--- config.mk ---
export PLATFORM = sky130hd
export DESIGN_NAME = ordered_list_append_delete
export DESIGN_NICKNAME = d
export VERILOG_FILES = /design/src/rtl/olad_pkg.sv /design/src/rtl/olad_ctrl.sv /design/src/rtl/olad_dpath.sv /design/src/rtl/ordered_list_append_delete.sv
export SDC_FILE = /design/constraint.sdc
export NUM_CORES = 1
export LEC_CHECK = 0
export BUFFER_PORTS_ARGS = -buffer_cell sky130_fd_sc_hd__buf_2
export CORE_AREA = 3 3 375 192
export CTS_BUF_LIST = sky130_fd_sc_hd__clkbuf_4 sky130_fd_sc_hd__clkbuf_8
export DETAILED_ROUTE_END_ITERATION = 12
export DIE_AREA = 0 0 378 195
export HOLD_SLACK_MARGIN = 0.06
export PLACE_DENSITY = 0.83
export SLEW_MARGIN = 20
export SYNTH_ARGS = -nofsm -noshare
export SYNTH_HDL_FRONTEND = slang
export SYNTH_SLANG_ARGS = --single-unit
--- constraint.sdc ---
create_clock -name clock -period 6.2 [get_ports clock]
set_input_delay 0.62 -clock clock [delete_from_list [all_inputs] [get_ports clock]]
set_output_delay 0.62 -clock clock [all_outputs]
set_load 0.005 [all_outputs]
--- src/rtl/olad_pkg.sv ---
`timescale 1ns / 1ps
// shared types and codes for the ordered list with append and delete

package olad_pkg;

   // request codes
   typedef enum logic [1:0] {
      REQ_APPEND = 2'd0,
      REQ_REMOVE = 2'd1,
      REQ_DUMP   = 2'd2,
      REQ_UNUSED = 2'd3
   } req_kind_type;

   // result status codes
   typedef enum logic [2:0] {
      ST_APPENDED = 3'd0,
      ST_FULL     = 3'd1,
      ST_REMOVED  = 3'd2,
      ST_NOTFOUND = 3'd3,
      ST_LISTED   = 3'd4,
      ST_EMPTY    = 3'd5
   } status_type;

   // controller states
   typedef enum logic [2:0] {
      S_IDLE,
      S_APPEND,
      S_SEARCH,
      S_SHIFT,
      S_DUMP
   } state_type;

   localparam int unsigned VALUE_W = 32;

   // commands from controller to datapath
   typedef struct packed {
      logic       load;      // capture request value, rewind read pointer
      logic       rd;        // read entry at pointer, advance pointer
      logic       seek;      // restart reads just past the matched entry
      logic       shift_wr;  // move the fetched entry one place toward the head
      logic       append_wr; // write request value at the tail
      logic       dec_cnt;   // drop one entry from the count
      logic       emit;      // present a result
      status_type emit_status;
   } cmd_type;

   // status from datapath to controller
   typedef struct packed {
      logic ptr_lt_cnt; // more entries left to read
      logic vld;        // fetched entry is in the read register
      logic match;      // fetched entry equals the request value
      logic dlast;      // fetched entry is the tail
      logic cnt_zero;   // list is empty
      logic full;       // list is full
   } sts_type;

endpackage

--- src/rtl/olad_ctrl.sv ---
`timescale 1ns / 1ps
// controller state machine for the ordered list

module olad_ctrl (
   input  logic                  clock,
   input  logic                  reset,
   input  logic                  start,
   input  logic [1:0]            req_type,
   input  olad_pkg::sts_type     sts,
   output olad_pkg::cmd_type     cmd,
   output logic                  busy
);

   olad_pkg::state_type state_ff, state_in;

   always_ff @(posedge clock) begin
      if (reset) begin
         state_ff <= olad_pkg::S_IDLE;
      end else begin
         state_ff <= state_in;
      end
   end

   always_comb begin
      state_in        = state_ff;
      cmd             = '0;
      cmd.emit_status = olad_pkg::ST_APPENDED;
      unique case (state_ff)
         olad_pkg::S_IDLE: begin
            if (start) begin
               cmd.load = 1'b1;
               unique case (olad_pkg::req_kind_type'(req_type))
                  olad_pkg::REQ_APPEND: state_in = olad_pkg::S_APPEND;
                  olad_pkg::REQ_REMOVE: state_in = olad_pkg::S_SEARCH;
                  olad_pkg::REQ_DUMP:   state_in = olad_pkg::S_DUMP;
                  default:              state_in = olad_pkg::S_IDLE;
               endcase
            end
         end
         olad_pkg::S_APPEND: begin
            cmd.emit        = 1'b1;
            cmd.emit_status = sts.full ? olad_pkg::ST_FULL : olad_pkg::ST_APPENDED;
            cmd.append_wr   = !sts.full;
            state_in        = olad_pkg::S_IDLE;
         end
         olad_pkg::S_SEARCH: begin
            if (sts.vld && sts.match) begin
               cmd.seek = 1'b1;
               state_in = olad_pkg::S_SHIFT;
            end else if (!sts.vld && !sts.ptr_lt_cnt) begin
               cmd.emit        = 1'b1;
               cmd.emit_status = olad_pkg::ST_NOTFOUND;
               state_in        = olad_pkg::S_IDLE;
            end else begin
               cmd.rd = sts.ptr_lt_cnt;
            end
         end
         olad_pkg::S_SHIFT: begin
            cmd.rd       = sts.ptr_lt_cnt;
            cmd.shift_wr = sts.vld;
            if (!sts.vld && !sts.ptr_lt_cnt) begin
               cmd.dec_cnt     = 1'b1;
               cmd.emit        = 1'b1;
               cmd.emit_status = olad_pkg::ST_REMOVED;
               state_in        = olad_pkg::S_IDLE;
            end
         end
         olad_pkg::S_DUMP: begin
            if (sts.cnt_zero) begin
               cmd.emit        = 1'b1;
               cmd.emit_status = olad_pkg::ST_EMPTY;
               state_in        = olad_pkg::S_IDLE;
            end else begin
               cmd.rd = sts.ptr_lt_cnt;
               if (sts.vld) begin
                  cmd.emit        = 1'b1;
                  cmd.emit_status = olad_pkg::ST_LISTED;
                  if (sts.dlast) begin
                     state_in = olad_pkg::S_IDLE;
                  end
               end
            end
         end
         default: begin
            state_in = olad_pkg::S_IDLE;
         end
      endcase
   end

   assign busy = (state_ff != olad_pkg::S_IDLE);

endmodule

--- src/rtl/olad_dpath.sv ---
`timescale 1ns / 1ps
// datapath for the ordered list: entry memory, count, read pointer, result register

module olad_dpath #(
   parameter int unsigned DEPTH = 32
) (
   input  logic                                clock,
   input  logic                                reset,
   input  logic signed [olad_pkg::VALUE_W-1:0] req_item_value,
   input  olad_pkg::cmd_type                   cmd,
   output olad_pkg::sts_type                   sts,
   output logic                                rsp_valid,
   output logic [2:0]                          rsp_status,
   output logic signed [olad_pkg::VALUE_W-1:0] rsp_out_value,
   output logic                                rsp_last
);

   localparam int unsigned CW = $clog2(DEPTH + 1);
   localparam int unsigned AW = (DEPTH > 1) ? $clog2(DEPTH) : 1;

   logic [olad_pkg::VALUE_W-1:0] mem [DEPTH];

   logic [CW-1:0]                 count_ff;
   logic [CW-1:0]                 ptr_ff;
   logic                          vld_ff;
   logic [AW-1:0]                 dix_ff;
   logic [olad_pkg::VALUE_W-1:0]  rd_data_ff;
   logic [olad_pkg::VALUE_W-1:0]  val_ff;

   logic                          rsp_valid_ff;
   logic [2:0]                    rsp_status_ff;
   logic [olad_pkg::VALUE_W-1:0]  rsp_value_ff;
   logic                          rsp_last_ff;

   logic [CW-1:0]                 dix_next;
   logic [AW-1:0]                 dix_prev;
   logic                          listed;

   assign dix_next = CW'(dix_ff) + CW'(1);
   assign dix_prev = dix_ff - AW'(1);
   assign listed   = (cmd.emit_status == olad_pkg::ST_LISTED);

   assign sts.ptr_lt_cnt = (ptr_ff < count_ff);
   assign sts.vld        = vld_ff;
   assign sts.match      = (rd_data_ff == val_ff);
   assign sts.dlast      = (dix_next == count_ff);
   assign sts.cnt_zero   = (count_ff == '0);
   assign sts.full       = (count_ff == CW'(DEPTH));

   // memory port: one write, one registered read
   always_ff @(posedge clock) begin
      if (cmd.append_wr) begin
         mem[count_ff[AW-1:0]] <= val_ff;
      end else if (cmd.shift_wr) begin
         mem[dix_prev] <= rd_data_ff;
      end
      if (cmd.rd) begin
         rd_data_ff <= mem[ptr_ff[AW-1:0]];
         dix_ff     <= ptr_ff[AW-1:0];
      end
   end

   always_ff @(posedge clock) begin
      if (reset) begin
         count_ff <= '0;
         ptr_ff   <= '0;
         vld_ff   <= 1'b0;
      end else begin
         if (cmd.append_wr) begin
            count_ff <= count_ff + CW'(1);
         end else if (cmd.dec_cnt) begin
            count_ff <= count_ff - CW'(1);
         end
         if (cmd.load) begin
            ptr_ff <= '0;
            vld_ff <= 1'b0;
         end else if (cmd.seek) begin
            ptr_ff <= dix_next;
            vld_ff <= 1'b0;
         end else begin
            if (cmd.rd) begin
               ptr_ff <= ptr_ff + CW'(1);
            end
            vld_ff <= cmd.rd;
         end
      end
   end

   always_ff @(posedge clock) begin
      if (cmd.load) begin
         val_ff <= req_item_value;
      end
   end

   // result register
   always_ff @(posedge clock) begin
      if (reset) begin
         rsp_valid_ff <= 1'b0;
      end else begin
         rsp_valid_ff <= cmd.emit;
      end
   end

   always_ff @(posedge clock) begin
      if (cmd.emit) begin
         rsp_status_ff <= cmd.emit_status;
         rsp_value_ff  <= listed ? rd_data_ff : '0;
         rsp_last_ff   <= !listed || sts.dlast;
      end
   end

   assign rsp_valid     = rsp_valid_ff;
   assign rsp_status    = rsp_status_ff;
   assign rsp_out_value = rsp_value_ff;
   assign rsp_last      = rsp_last_ff;

endmodule

--- src/rtl/ordered_list_append_delete.sv ---
`timescale 1ns / 1ps
// top level of the insertion-ordered list with append, remove and dump
//
// channel   ports                                      transfer when
// request   req_type, req_item_value                   start && !busy
// result    rsp_status, rsp_out_value, rsp_last        rsp_valid (one cycle)
//
// append: the result comes through S_APPEND and then the result register; busy only while in S_APPEND
// remove: the search and the gap-closing shift each walk the single read
//   port of the entry memory, one entry per cycle
// dump: one listed result per cycle after the registered memory read,
//   the last marked by rsp_last
// reset clears the count, so the list starts empty; memory is not cleared
// results cannot be held off: each shows for one cycle only

module ordered_list_append_delete #(
   parameter int unsigned DEPTH = 32
) (
   input  logic                                clock,
   input  logic                                reset,
   input  logic                                start,
   output logic                                busy,
   input  logic [1:0]                          req_type,
   input  logic signed [olad_pkg::VALUE_W-1:0] req_item_value,
   output logic                                rsp_valid,
   output logic [2:0]                          rsp_status,
   output logic signed [olad_pkg::VALUE_W-1:0] rsp_out_value,
   output logic                                rsp_last
);

   olad_pkg::cmd_type cmd;
   olad_pkg::sts_type sts;

   // sequencing of each request
   olad_ctrl u_ctrl (
      .clock    (clock),
      .reset    (reset),
      .start    (start),
      .req_type (req_type),
      .sts      (sts),
      .cmd      (cmd),
      .busy     (busy)
   );

   // entry store, pointers and the result register
   olad_dpath #(
      .DEPTH (DEPTH)
   ) u_dpath (
      .clock          (clock),
      .reset          (reset),
      .req_item_value (req_item_value),
      .cmd            (cmd),
      .sts            (sts),
      .rsp_valid      (rsp_valid),
      .rsp_status     (rsp_status),
      .rsp_out_value  (rsp_out_value),
      .rsp_last       (rsp_last)
   );

   // no result appears unless a request is under way
   a_no_idle_rsp : assert property (@(posedge clock) disable iff (reset)
      (!busy && !start) |=> !rsp_valid)
      else $error("result without a request in progress");

   // an append gets its result, marked last, through S_APPEND and the result register
   a_append_timing : assert property (@(posedge clock) disable iff (reset)
      (start && !busy && req_type == olad_pkg::REQ_APPEND)
         |=> !rsp_valid ##1 (rsp_valid && rsp_last))
      else $error("append result out of time");

   // only listed entries carry a value, and everything else ends the request
   a_single_rsp : assert property (@(posedge clock) disable iff (reset)
      (rsp_valid && rsp_status != olad_pkg::ST_LISTED)
         |-> (rsp_last && rsp_out_value == '0))
      else $error("status result not final or carries a value");

   // the shift write and the count decrement only happen while the block is busy
   a_shift_busy : assert property (@(posedge clock) disable iff (reset)
      (cmd.shift_wr || cmd.dec_cnt) |-> busy)
      else $error("entry move outside a removal");

endmodule

==> impl_metrics.tcl <==
set metrics [dict create \
    cp.required_ns 6.65 \
    cts.path.max_buffers 3 \
    cpPeakStageDelay_ns 1.03 \
    grt_antenna_before_repair 2 \
    hold_slack_ns 0.160 \
    arrival_ns 4.97 \
    max-vdd-ir-drop_mv 0.189 \
    synth-seq-cells 1146 \
    netlist_top_cells_count "1129 x edfxtp_1, 320 x mux4_2, 203 x nand2_1" \
    syn2layout_area_growth_pct 11.6 \
    timing.fmax_mhz 221 \
    synth.distinct_cells 57 \
    final_antenna_net_count 0 \
    min_period_over_period_pct 72.9 \
    cp.depth 7 \
    crit_top_cell "buf_4" \
    dp_hpwl_mm 64.3 \
    drc_errors 0 \
    globalRouteTotalUtil_pct 32.5 \
    yosys.area.top_type "edfxtp_1" \
    critPathKind "flip-flop to flip-flop" \
    regArea_um2 34300 \
    yosysWarnings 0 \
    grt_pass1_wl_mm 168 \
    clock_skew_ns 0.0346 \
    syn_inst 2056 \
    netlist_area_um2 44600 \
    r2r-start "u_dpath.vld_ff" \
    crit_path_start_kind "flip-flop" \
    internal-power_uw 11400 \
    port_buffers 74 \
    min_period_ns 4.52 \
    fill_cells 3465 \
    synth_nets 2106 \
    grt_pass1_vias 23600 \
    die_h_um 195 \
    cts_made_buffers 154 \
    place.gp.congestion 0.870 \
    reg2reg_slack_ns 1.68 \
    cts.sinks 1146 \
    final_cells 3287 \
    placementRows 68 \
    vias 23900 \
    synthFlopType "edfxtp_1" \
    design.die.area_um2 73700 \
    min_to "u_ctrl.state_ff[2]" \
    slew-limit-headroom_pct 21.5 \
    p_sw_share_pct 21.9 \
    ios 75 \
    nNetsFinal 2317 \
    synth_edf_count 1129 \
    h-tree-depth 4 \
    setup_viol 0 \
    pwr-share-comb_pct 2.8 \
    grt_remaining_overflow 0 \
    hold_path_depth 3 \
    avgRoutedWirePerCell_um 36.2 \
    yosysTopAreaCellShare_pct 76.1 \
    root_buffer "clkbuf_8" \
    utilization_pct 72.3 \
    seqPwrFrac_pct 59.1 \
    total_power_uw 14600 \
    yosysSeqAreaShare_pct 76.9 \
    drive_gt1_share_pct 31.4 \
    cp_max_fo 42 \
    drt-pass1-iter-count 8 \
    via_per_inst 7.28 \
    multi_input_area_um2 10100 \
    drt_wl_total_mm 119 \
    drt_iter0_markers 4496 \
    cts.clk_slew.worst_paths_ns 0.07 \
    final-hold-violation-count 0 \
    reg2regPathDepth 7 \
    ys_top_cells_by_area "edfxtp_1 76%, mux4_2 16%, nand2_1 1.7%" \
    fin_tns_setup_ns 0 \
    fp.coreArea_um2 68700 \
    tightest_slew_ns 1.17 \
    pwr-share-clk_pct 38.1 \
    syn_area_per_cell_um2 21.7 \
    critical_path.n_buffers_inverters 3 \
    rsz0062_at_grt "false" \
    path_cells "buf_4, nand3_2, buf_4, o21ai_0, nand3_1, nor2_4, buf_4" \
    grt_max_degree 119 \
    start_util_pct 64.8 \
    dp_cells 2983 \
    p_sw_uw 3190 \
    critical-path-top-delay-family "simple AND/OR/NAND/NOR gates" \
    worstReg2RegEnd "u_dpath.mem[8][14]" \
    chipWidth_um 378 \
    drv_slew 0 \
    hold_start "req_type[1]" \
    status "finished clean" \
    synth.most_common_cell "edfxtp_1" \
    clkLatencyLatePin_ns 0.78 \
    cap_violations 0 \
    p_leak_uw 0.0155 \
    cellPowerDensity_nw_per_um2 293 \
    async_flop_share_pct 0 \
    hold_path.class "primary input to flip-flop" \
    worst_setup_path_end_kind "flip-flop" \
    crit_slowest_cell "nor2_4" \
    tritoncts "built" \
]
==> metrics by stage <==
| stage | cell area [um^2] | setup slack, ns |
|---|---|---|
| 6_report | 49700 | 1.68 |
| 2_1_floorplan | 44600 | 2.46 |
| 3_3_place_gp | 46300 | 2.19 |
| 3_5_place_dp | 46400 | 2.04 |
| 4_1_cts | 49500 | 2.01 |
| 5_1_grt | 49700 | 1.60 |
==> final cells by class <==
cell class | instances | share of cell area (%)
antenna | 1 | 0.00503
multi-input combinational | 790 | 20.4
clock buffer | 205 | 5.10
inverter | 16 | 0.121
clock inverter | 60 | 0.607
timing repair buffer | 159 | 2.57
sequential | 1146 | 68.9
tap | 910 | 2.29
==> logic make-up after synthesis <==
group	synth area share, %
buf+inv	1.16
mux	16.3
compound gates	0.758
simple gates	3.57
xor+xnor	1.00
flops	76.9
fa+ha+maj	0.382
==> repair_timing <==
action | 4_1_cts | 5_1_grt
endpoints found under the hold margin | 32 | 0
gates resized for setup | 0 | 0
buffers inserted | 0 | 0
hold buffers | 32 | 0
==> how the worst max path moves through the flow <==
stage | to | slack [ns] | startpoint
2_1_floorplan | u_dpath.rsp_last | 2.46 | u_dpath.count_ff[1]
3_3_place_gp | u_dpath.mem[7][3] | 2.19 | u_dpath.vld_ff
3_5_place_dp | u_dpath.mem[7][1] | 2.04 | u_dpath.vld_ff
4_1_cts | u_dpath.mem[7][5] | 2.01 | u_dpath.vld_ff
5_1_grt | u_dpath.mem[11][11] | 1.60 | u_dpath.vld_ff
6_report | u_dpath.mem[8][14] | 1.68 | u_dpath.vld_ff
==> routing by layer <==
metal	wire, um	up-vias	GRT usage (%)
met5	13	-	0
met4	6020	2	13.0
met3	17700	455	11.0
met2	55200	2363	48.5
met1	40300	12200	45.1
li1	-	8922	-
==> sequential cells by signal, indices dropped and copies added, names as in the netlist, 3 cells and up <==
| register | cells |
|---|---|
| u_dpath.mem | 1024 |
| u_dpath.rd_data_ff | 32 |
| u_dpath.rsp_out_value | 32 |
| u_dpath.val_ff | 32 |
| u_dpath.count_ff | 6 |
| u_dpath.ptr_ff | 6 |
| u_dpath.dix_ff | 5 |
| u_ctrl.state_ff | 3 |
| u_dpath.rsp_status | 3 |
==> power by group through the flow <==
stage	Clock, uW	Sequential, uW	Combinational, uW
6_report	5550	8620	408
5_1_grt	5850	8610	436
4_1_cts	5440	8620	388
3_5_place_dp	0	8780	372
3_3_place_gp	0	8780	351
2_1_floorplan	0	8760	218
==> cells in the final DEF, fill, tap and decap left out, types with 3 or more instances in the layout <==
cell           instances
a211oi_1               6
a21o_1                 5
a21oi_1                7
and3_1                38
buf_12                12
buf_2                 74
buf_4                 39
clkbuf_4              46
clkbuf_8             159
clkinv_1              42
clkinv_2               9
clkinvlp_4             7
dfxtp_1               12
dfxtp_4                4
dlygate4sd3_1         32
edfxtp_1            1129
ha_1                  12
inv_1                 14
mux2i_1                4
mux4_2               320
nand2_1              183
nand2_2               21
nand3_1               19
nand4_1                9
nor2_1                16
nor2_4                32
nor3_1                10
nor4_1                 4
o21a_1                 5
o21ai_0                6
or4_1                  3
xnor2_1               31
xor2_1                20
==> worst register-to-register path, cell delays in order (launching register included) <==
cell	delay, ns
dfxtp_1	0.32
buf_4	0.41
nand3_2	0.62
buf_4	0.48
o21ai_0	0.45
nand3_1	0.45
nor2_4	1.03
buf_4	0.42
Note: power is estimated with default switching activity, not from simulation.
